--- src/sfp_pkg.sv ---
// Types, constants and arithmetic helpers for the stick frame processor.
`default_nettype none

package sfp_pkg;

   localparam int unsigned SAMPLE_W  = 12;
   localparam int unsigned SCALED_W  = 13;
   localparam int unsigned DIFF_W    = 14;
   localparam int unsigned CHAN_W    = 11;
   localparam int unsigned LEVEL_W   = 10;
   localparam int unsigned ACC_W     = 19;
   localparam int unsigned ACC_SUM_W = 21;
   localparam int unsigned FRAME_W   = 8;
   localparam int unsigned DUTY_W    = 8;
   localparam int unsigned PAGE_W    = 2;
   localparam int unsigned DZ_W      = 10;
   localparam int unsigned DB_W      = 12;
   localparam int unsigned CSR_ADDR_W = 1;
   localparam int unsigned CSR_DATA_W = 12;
   localparam int unsigned REQ_DATA_W = 56;
   localparam int unsigned RSP_DATA_W = 72;

   localparam logic [CSR_ADDR_W-1:0] CSR_THROTTLE_DEADZONE = 1'b0;
   localparam logic [CSR_ADDR_W-1:0] CSR_RATE_DEADBAND     = 1'b1;

   localparam logic [DZ_W-1:0] DEADZONE_RESET = 10'd150;
   localparam logic [DB_W-1:0] DEADBAND_RESET = 12'd100;

   localparam logic [PAGE_W-1:0] CAL_PAGE = 2'd2;

   localparam int unsigned ACC_MAX   = 500000;
   localparam int unsigned ACC_SCALE = 500;

   // floor(m/11) = (m*SCALE_RECIP) >> SCALE_SHIFT, exact for m < 104857
   localparam int unsigned SCALE_RECIP = 95326;
   localparam int unsigned SCALE_SHIFT = 20;
   // floor(acc/500), exact over the accumulator range
   localparam int unsigned LEVEL_RECIP = 536871;
   localparam int unsigned LEVEL_SHIFT = 28;
   // floor(acc*255/500000), exact over the accumulator range
   localparam longint unsigned DUTY_RECIP = 35046934;
   localparam int unsigned DUTY_SHIFT = 36;

   typedef struct packed {
      logic                calibrate_button;
      logic                page_button;
      logic [SAMPLE_W-1:0] adc_yaw;
      logic [SAMPLE_W-1:0] adc_rate;
      logic [SAMPLE_W-1:0] adc_pitch;
      logic [SAMPLE_W-1:0] adc_roll;
   } raw_frame_type;

   typedef struct packed {
      logic                       calibrate_button;
      logic                       page_button;
      logic signed [SCALED_W-1:0] yaw;
      logic signed [SCALED_W-1:0] rate;
      logic signed [SCALED_W-1:0] pitch;
      logic signed [SCALED_W-1:0] roll;
   } scaled_frame_type;

   typedef struct packed {
      logic [PAGE_W-1:0]        page_now;
      logic [FRAME_W-1:0]       frame_number;
      logic [ACC_W-1:0]         acc;
      logic signed [CHAN_W-1:0] yaw;
      logic signed [CHAN_W-1:0] pitch;
      logic signed [CHAN_W-1:0] roll;
   } chan_frame_type;

   typedef struct packed {
      logic [LEVEL_W-1:0]       throttle_level;
      logic [PAGE_W-1:0]        page_now;
      logic [DUTY_W-1:0]        led_duty;
      logic [FRAME_W-1:0]       frame_number;
      logic signed [CHAN_W-1:0] yaw_out;
      logic [LEVEL_W-1:0]       throttle_out;
      logic signed [CHAN_W-1:0] pitch_out;
      logic signed [CHAN_W-1:0] roll_out;
   } result_type;

   // trunc(((raw - 2048) * 1000) / 550) = trunc((raw - 2048) * 20 / 11)
   function automatic logic signed [SCALED_W-1:0] scale_sample(input logic [SAMPLE_W-1:0] raw);
      logic signed [SCALED_W-1:0] centred;
      logic signed [16:0]         times20;
      logic [15:0]                mag;
      logic [32:0]                prod;
      logic [SCALED_W-1:0]        quot;
      centred = $signed({1'b0, raw}) - 13'sd2048;
      times20 = 17'(centred) * 17'sd20;
      mag     = times20[16] ? 16'(-times20) : 16'(times20);
      prod    = 33'(mag) * 33'(SCALE_RECIP);
      quot    = SCALED_W'(prod >> SCALE_SHIFT);
      return times20[16] ? -$signed(quot) : $signed(quot);
   endfunction

   function automatic logic signed [CHAN_W-1:0] clamp_chan(input logic signed [DIFF_W-1:0] v);
      logic signed [CHAN_W-1:0] res;
      if (v > 14'sd1000) begin
         res = 11'sd1000;
      end else if (v < -14'sd1000) begin
         res = -11'sd1000;
      end else begin
         res = CHAN_W'(v);
      end
      return res;
   endfunction

endpackage

`default_nettype wire

--- src/stick_frame_processor.sv ---
// Top level of the stick frame processor: scaling, calibration, throttle and page logic.
`default_nettype none

// One frame in, one result out. A frame passes four register stages (input,
// sample scaling, channel and state update, output), and the output stage offers
// its result; a new frame is taken every cycle while the result side keeps up, and
// stalls only back up as far as the first empty stage. The throttle accumulator,
// offsets, page and sequence number live in the state-update stage, which sees
// one frame per cycle in order unless stalled. The user writes registers through
// the csr_ port only while no frame is in flight; the block does not enforce this.
// Index 0 is the throttle deadzone, index 1 the rate deadband.
module stick_frame_processor #(
   parameter int unsigned PAGE_COUNT = 3
) (
   input  wire logic                                clock,
   input  wire logic                                reset,
   // req_tdata: adc_roll, adc_pitch, adc_rate, adc_yaw, page_button,
   // calibrate_button, zero padding
   input  wire logic                                req_tvalid,
   output      logic                                req_tready,
   input  wire logic [sfp_pkg::REQ_DATA_W-1:0]      req_tdata,
   // rsp_tdata: roll_out, pitch_out, throttle_out, yaw_out, frame_number,
   // led_duty, page_now, throttle_level, zero padding
   output      logic                                rsp_tvalid,
   input  wire logic                                rsp_tready,
   output      logic [sfp_pkg::RSP_DATA_W-1:0]      rsp_tdata,
   input  wire logic                                csr_we,
   input  wire logic [sfp_pkg::CSR_ADDR_W-1:0]      csr_addr,
   input  wire logic [sfp_pkg::CSR_DATA_W-1:0]      csr_wdata
);

   localparam int unsigned PAGE_CNT_W = 3;

   logic [sfp_pkg::DZ_W-1:0]         deadzone_ff;
   logic [sfp_pkg::DB_W-1:0]         deadband_ff;

   logic                             v1_ff, v2_ff, v3_ff, v4_ff;
   logic                             rdy1, rdy2, rdy3, rdy4;

   sfp_pkg::raw_frame_type           raw_ff;
   sfp_pkg::scaled_frame_type        scaled_ff, scaled_in;
   sfp_pkg::chan_frame_type          chan_ff, chan_in;
   sfp_pkg::result_type              result_ff, result_in;

   logic [sfp_pkg::ACC_W-1:0]        acc_ff, acc_in;
   logic signed [sfp_pkg::SCALED_W-1:0] roll_off_ff, roll_off_in;
   logic signed [sfp_pkg::SCALED_W-1:0] pitch_off_ff, pitch_off_in;
   logic signed [sfp_pkg::SCALED_W-1:0] yaw_off_ff, yaw_off_in;
   logic [sfp_pkg::FRAME_W-1:0]      frame_ff, frame_in;
   logic [sfp_pkg::PAGE_W-1:0]       page_ff, page_in;
   logic                             page_btn_ff, page_btn_in;
   logic                             cal_btn_ff, cal_btn_in;

   logic                             step2;
   logic signed [sfp_pkg::DIFF_W-1:0]    db_s, rate_s;
   logic signed [sfp_pkg::ACC_SUM_W-1:0] acc_sum;
   logic [PAGE_CNT_W-1:0]            page_inc;
   logic [38:0]                      level_prod;
   logic [44:0]                      duty_prod;
   logic [19:0]                      dz_thresh;
   logic [sfp_pkg::LEVEL_W-1:0]      level;

   // stage readiness: a stage may load when it is empty or being emptied
   assign rdy4       = !v4_ff || rsp_tready;
   assign rdy3       = !v3_ff || rdy4;
   assign rdy2       = !v2_ff || rdy3;
   assign rdy1       = !v1_ff || rdy2;
   assign req_tready = rdy1;
   assign rsp_tvalid = v4_ff;
   assign rsp_tdata  = {1'b0, result_ff};
   assign step2      = v2_ff && rdy3;

   always_ff @(posedge clock) begin
      if (reset) begin
         deadzone_ff <= sfp_pkg::DEADZONE_RESET;
         deadband_ff <= sfp_pkg::DEADBAND_RESET;
      end else if (csr_we) begin
         unique case (csr_addr)
            sfp_pkg::CSR_THROTTLE_DEADZONE: deadzone_ff <= csr_wdata[sfp_pkg::DZ_W-1:0];
            sfp_pkg::CSR_RATE_DEADBAND:     deadband_ff <= csr_wdata[sfp_pkg::DB_W-1:0];
            default: ;
         endcase
      end
   end

   // sample scaling
   always_comb begin
      scaled_in.roll             = sfp_pkg::scale_sample(raw_ff.adc_roll);
      scaled_in.pitch            = sfp_pkg::scale_sample(raw_ff.adc_pitch);
      scaled_in.rate             = sfp_pkg::scale_sample(raw_ff.adc_rate);
      scaled_in.yaw              = sfp_pkg::scale_sample(raw_ff.adc_yaw);
      scaled_in.page_button      = raw_ff.page_button;
      scaled_in.calibrate_button = raw_ff.calibrate_button;
   end

   // calibration, accumulator and page state
   always_comb begin
      chan_in.roll  = sfp_pkg::clamp_chan(sfp_pkg::DIFF_W'(scaled_ff.roll)
                                          - sfp_pkg::DIFF_W'(roll_off_ff));
      chan_in.pitch = sfp_pkg::clamp_chan(sfp_pkg::DIFF_W'(scaled_ff.pitch)
                                          - sfp_pkg::DIFF_W'(pitch_off_ff));
      chan_in.yaw   = sfp_pkg::clamp_chan(sfp_pkg::DIFF_W'(scaled_ff.yaw)
                                          - sfp_pkg::DIFF_W'(yaw_off_ff));

      db_s    = $signed({2'b00, deadband_ff});
      rate_s  = sfp_pkg::DIFF_W'(scaled_ff.rate);
      acc_sum = $signed({2'b00, acc_ff});
      if (rate_s > db_s || rate_s < -db_s) begin
         acc_sum = acc_sum + sfp_pkg::ACC_SUM_W'(scaled_ff.rate);
      end
      if (acc_sum < 0) begin
         acc_in = '0;
      end else if (acc_sum > sfp_pkg::ACC_SUM_W'(sfp_pkg::ACC_MAX)) begin
         acc_in = sfp_pkg::ACC_W'(sfp_pkg::ACC_MAX);
      end else begin
         acc_in = sfp_pkg::ACC_W'(acc_sum);
      end

      page_inc = PAGE_CNT_W'(page_ff) + 3'd1;
      page_in  = page_ff;
      if (scaled_ff.page_button && !page_btn_ff) begin
         page_in = (page_inc == PAGE_CNT_W'(PAGE_COUNT)) ? '0
                                                        : sfp_pkg::PAGE_W'(page_inc);
      end
      page_btn_in = scaled_ff.page_button;
      cal_btn_in  = scaled_ff.calibrate_button;

      roll_off_in  = roll_off_ff;
      pitch_off_in = pitch_off_ff;
      yaw_off_in   = yaw_off_ff;
      if (scaled_ff.calibrate_button && !cal_btn_ff && page_in == sfp_pkg::CAL_PAGE) begin
         roll_off_in  = scaled_ff.roll;
         pitch_off_in = scaled_ff.pitch;
         yaw_off_in   = scaled_ff.yaw;
      end

      frame_in             = frame_ff + 8'd1;
      chan_in.acc          = acc_in;
      chan_in.frame_number = frame_ff;
      chan_in.page_now     = page_in;
   end

   // throttle level, deadzone and LED duty
   always_comb begin
      level_prod = 39'(chan_ff.acc) * 39'(sfp_pkg::LEVEL_RECIP);
      duty_prod  = 45'(chan_ff.acc) * 45'(sfp_pkg::DUTY_RECIP);
      dz_thresh  = 20'(deadzone_ff) * 20'(sfp_pkg::ACC_SCALE);
      level      = sfp_pkg::LEVEL_W'(level_prod >> sfp_pkg::LEVEL_SHIFT);

      result_in.roll_out       = chan_ff.roll;
      result_in.pitch_out      = chan_ff.pitch;
      result_in.yaw_out        = chan_ff.yaw;
      result_in.throttle_out   = (20'(chan_ff.acc) < dz_thresh) ? '0 : level;
      result_in.frame_number   = chan_ff.frame_number;
      result_in.led_duty       = sfp_pkg::DUTY_W'(duty_prod >> sfp_pkg::DUTY_SHIFT);
      result_in.page_now       = chan_ff.page_now;
      result_in.throttle_level = level;
   end

   always_ff @(posedge clock) begin
      if (reset) begin
         v1_ff        <= 1'b0;
         v2_ff        <= 1'b0;
         v3_ff        <= 1'b0;
         v4_ff        <= 1'b0;
         acc_ff       <= '0;
         roll_off_ff  <= '0;
         pitch_off_ff <= '0;
         yaw_off_ff   <= '0;
         frame_ff     <= '0;
         page_ff      <= '0;
         page_btn_ff  <= 1'b0;
         cal_btn_ff   <= 1'b0;
      end else begin
         if (rdy1) v1_ff <= req_tvalid;
         if (rdy2) v2_ff <= v1_ff;
         if (rdy3) v3_ff <= v2_ff;
         if (rdy4) v4_ff <= v3_ff;
         if (step2) begin
            acc_ff       <= acc_in;
            roll_off_ff  <= roll_off_in;
            pitch_off_ff <= pitch_off_in;
            yaw_off_ff   <= yaw_off_in;
            frame_ff     <= frame_in;
            page_ff      <= page_in;
            page_btn_ff  <= page_btn_in;
            cal_btn_ff   <= cal_btn_in;
         end
      end
   end

   always_ff @(posedge clock) begin
      if (rdy1 && req_tvalid) raw_ff <= req_tdata[$bits(sfp_pkg::raw_frame_type)-1:0];
      if (rdy2 && v1_ff)      scaled_ff <= scaled_in;
      if (step2)              chan_ff <= chan_in;
      if (rdy4 && v3_ff)      result_ff <= result_in;
   end

endmodule

`default_nettype wire
--- config.mk ---
export PLATFORM = sky130hd
export DESIGN_NAME = stick_frame_processor
export DESIGN_NICKNAME = d
export VERILOG_FILES = /design/src/sfp_pkg.sv /design/src/stick_frame_processor.sv
export SDC_FILE = /design/constraint.sdc
export NUM_CORES = 2
export LEC_CHECK = 0
export ABC_CLOCK_PERIOD_IN_PS = 9800
export BUFFER_PORTS_ARGS = -buffer_cell sky130_fd_sc_hd__buf_2
export CAP_MARGIN = 0
export CORE_MARGIN = 10
export CORE_UTILIZATION = 55
export DETAILED_ROUTE_END_ITERATION = 10
export PLACE_DENSITY = 0.75
export SETUP_SLACK_MARGIN = 0.2
export SYNTH_ARGS = -nofsm -noshare
export SYNTH_HDL_FRONTEND = slang
export SYNTH_SLANG_ARGS = --single-unit
export TNS_END_PERCENT = 100
--- constraint.sdc ---
create_clock -name clock -period 9.8 [get_ports clock]
set_clock_uncertainty 0.15 [all_clocks]
set_input_delay 1.96 -clock clock [delete_from_list [all_inputs] [get_ports clock]]
set_output_delay 1.96 -clock clock [all_outputs]
set_load 0.01 [all_outputs]
==> parameters.txt <==
Parameter                              Value

Logic synthesis
  Number of nets produced by synthesis    6808
  #FFs+latches synth    333
  Proportion of synthesized flip-flops having asynchronous set or reset    0%
  Post-synth EDFFs    237
  Mean post-synth cell area    9.82 µm²
  Part of the Yosys area used for sequential elements    18.1%
  Number of instances in the synthesized netlist    5092
  Most area-consuming cells after synthesis    ha_1, fa_1, edfxtp_1
  Most used flip-flop cell after synthesis    edfxtp_1
  Fraction of post-synthesis cell area in the top cell type by area    26.9%
  Biggest area consumer among synthesized cells    ha_1
  Netlist cell types    86
  Synthesized cell area    0.0500 mm²
  Warnings from Yosys    0

Route
  Met2 WL    52.6 mm
  Avg Vias per Cell    5.35
  Count of nets left with antenna violations after detail routing    0
  Number of detailed-routing iterations run before antenna repair    5
  Metal3 WL    5.46 mm
  Highest routed layer    met5
  Total Wirelength    108 mm
  Routed length per placed instance    16.5 µm
  1st-iter DRT viols    1677
  Detailed-route via count    35000
  Detailed-route wire length on metal 1    47.2 mm
  Number of DRC violations after detailed routing    0

Global routing
  Final global-route overflow total    0
  Maximum number of pins on one net before global-route repair    72
  Initial antenna violation count    4
  Wire length of the first global-routing pass    180 mm
  All-layer global routing usage    21.2%
  Via count of the first global-routing pass    36200

STA
  Worst-Margin Slew    1.01 ns
  Maximum clock frequency    108 MHz
  Final hold violation count    0
  Fin crit share    94.9%
  Unrepaired setup endpoints after global routing    true
  Final critical-path required period    9.30 ns
  Headroom to the max-slew limit    32.3%
  Max-slew violation total from the final report    0
  Count of endpoints failing setup in the final report    0

Worst hold path
  Worst hold-check path type    register to register

Cells and area
  Number of nets at the end of the flow    7056
  Diode count    0
  Post-layout util    60.7%
  Share of final-layout standard cells stronger than drive strength 1    8.48%
  Layout filler cell count    7310
  Area delta synth->final    9.44%

Floorplan
  Initial core utilization    55.5%
  DIE AREA    0.103 mm²
  Placeable core region    0.0901 mm²
  Horizontal die dimension    322 µm
  Top-level I/O count    148
  Chip height    322 µm
  Rows    110

Placed design
  Half-perimeter wire length of the detailed placement result    90.2 mm
  Global placement routability congestion    0.927
  Number of port buffers    140

Setup path
  Kind of cell adding the most delay to the critical path    adder cells
  Worst setup path category    register to register
  CP max stage delay    0.58 ns
  Endpoint required time on the critical path    9.95 ns
  Worst path arrival time    9.45 ns
  Worst setup SP type    register
  CP max stage cell    fa_2
  Largest fanout of any net on the critical path    5
  Bufs and invs on worst path    4
  Flop-to-flop setup slack    0.50 ns
  Critical Path Sink Type    register

Clock tree
  Inserted Clock Buffers    38
  Number of buffers inserted for hold repair after clock tree synthesis    0
  Number of sinks driven by the clock tree    333
  Root Buffer    clkbuf_16
  Clock H-tree levels    2
  Clock edge transition at the registers on the reported setup and hold paths    0.06 ns
  CTS tree    done
  Clock latency on the worst-skew pair    0.57 ns
  Clock Tree Buf Depth    3

Flow run
  Count of max-cap constraint violations    0

Outcome
  Result of the run    completed
==> cells by family (layout without fill, tap and decap cells) <==
logic type               Yosys count  in the layout  synth area share (%)
flip-flops                       333            333                  18.1
AO/OA/AOI/OAI                    713            713                  9.24
adder cells (fa/ha/maj)         1642           1642                  49.6
XOR/XNOR                         265            266                  4.64
buffers and inverters           1218           1492                  9.17
other                              1              1               0.00750
multiplexers                      34             34                 0.700
AND/OR/NAND/NOR                  886            887                  8.62
==> cell type report <==
type / count / area, µm² / share of cell area, %
Clock buffer: 48 / 1030 / 1.88
Clock inverter: 20 / 240 / 0.439
Inverter: 1165 / 4370 / 7.99
Multi-Input combinational cell: 3543 / 37000 / 67.6
Sequential cell: 333 / 9040 / 16.5
Tap cell: 1176 / 1470 / 2.69
Timing Repair Buffer: 259 / 1600 / 2.93
==> per-stage QoR <==
stage	instances	hold WS, ns	worst slack [ns]	area, µm²	TNS (ns)
finish	6544	0.262	0.499	54700	0
floorplan	5092	0.250	0.347	50000	0
global route	6544	0.274	-0.0244	54700	-0.0244
detailed placement	6438	0.255	-0.210	52600	-0.321
CTS	6509	0.268	0.198	54000	0
global placement	6438	0.251	-0.0701	52600	-0.0701
==> cells in the mapped netlist (6+ instances only) <==
cell type / count
a211o_1: 8
a211oi_1: 23
a21boi_0: 20
a21o_1: 89
a21oi_1: 243
a221oi_1: 6
a22o_1: 14
a311oi_1: 9
a31oi_1: 25
a41o_1: 6
and2_1: 24
and3_1: 34
clkbuf_1: 46
dfxtp_1: 96
edfxtp_1: 237
fa_1: 565
ha_1: 1077
inv_1: 1163
mux2_2: 7
mux2i_1: 26
nand2_1: 257
nand2b_1: 39
nand3_1: 52
nand3b_1: 14
nand4_1: 26
nand4b_1: 8
nor2_1: 236
nor2b_1: 52
nor3_1: 52
nor3b_1: 12
nor4_1: 15
o2111ai_1: 9
o211ai_1: 11
o21a_1: 31
o21ai_0: 120
o21bai_1: 18
o22ai_1: 11
o31a_1: 10
or2_2: 15
or3_1: 24
xnor2_1: 183
xor2_1: 82
==> per-layer routing <==
layer  vias to the layer above  track usage (%)
met5                         -                0
li1                      17300                -
met1                     16900             27.5
met3                       163             3.34
met2                       647             36.3
met4                         2             5.68
==> repair_timing <==
item / 4_1_cts / 5_1_grt
setup endpoints to repair: 10 / 34
pin swaps: 2 / 43
setup buffers: 3 / 33
resized for setup: 7 / 119
gates cloned: 0 / 2
==> sequential cells by signal, summed over array words and instances (netlist names), 2 cells and up <==
name          count
acc_ff           19
chan_ff          62
deadband_ff      12
deadzone_ff      10
frame_ff          8
page_ff           2
pitch_off_ff     13
rate_s           13
raw_ff           50
roll_off_ff      13
rsp_tdata        71
scaled_ff        39
yaw_off_ff       13
==> worst paths after layout <==
check                    from       endpoint  cells after the start
hold reg to reg   chan_ff[10]  rsp_tdata[10]                      0
setup reg to reg    raw_ff[1]  scaled_ff[12]                     34
setup / recovery    raw_ff[1]  scaled_ff[12]                     34
hold / removal    chan_ff[10]  rsp_tdata[10]                      0
==> cells in the final DEF, fill, tap and decap left out, drive strengths merged, types with 10 or more instances in the layout <==
cell type,count
a211oi,24
a21boi,21
a21o,89
a21oi,244
a22o,14
a31oi,25
and2,24
and3,34
buf,259
clkbuf,48
clkinv,12
dfxtp,96
edfxtp,237
fa,565
ha,1077
inv,1166
mux2i,26
nand2,258
nand2b,39
nand3,52
nand3b,14
nand4,26
nor2,236
nor2b,53
nor3,52
nor3b,12
nor4,16
o211ai,11
o21a,31
o21ai,125
o21bai,19
o22ai,11
o31a,10
or2,17
or3,24
xnor2,184
xor2,82
Power is not shown: default switching activity piles up to over one toggle a cycle in this logic, so the estimate is an artifact.
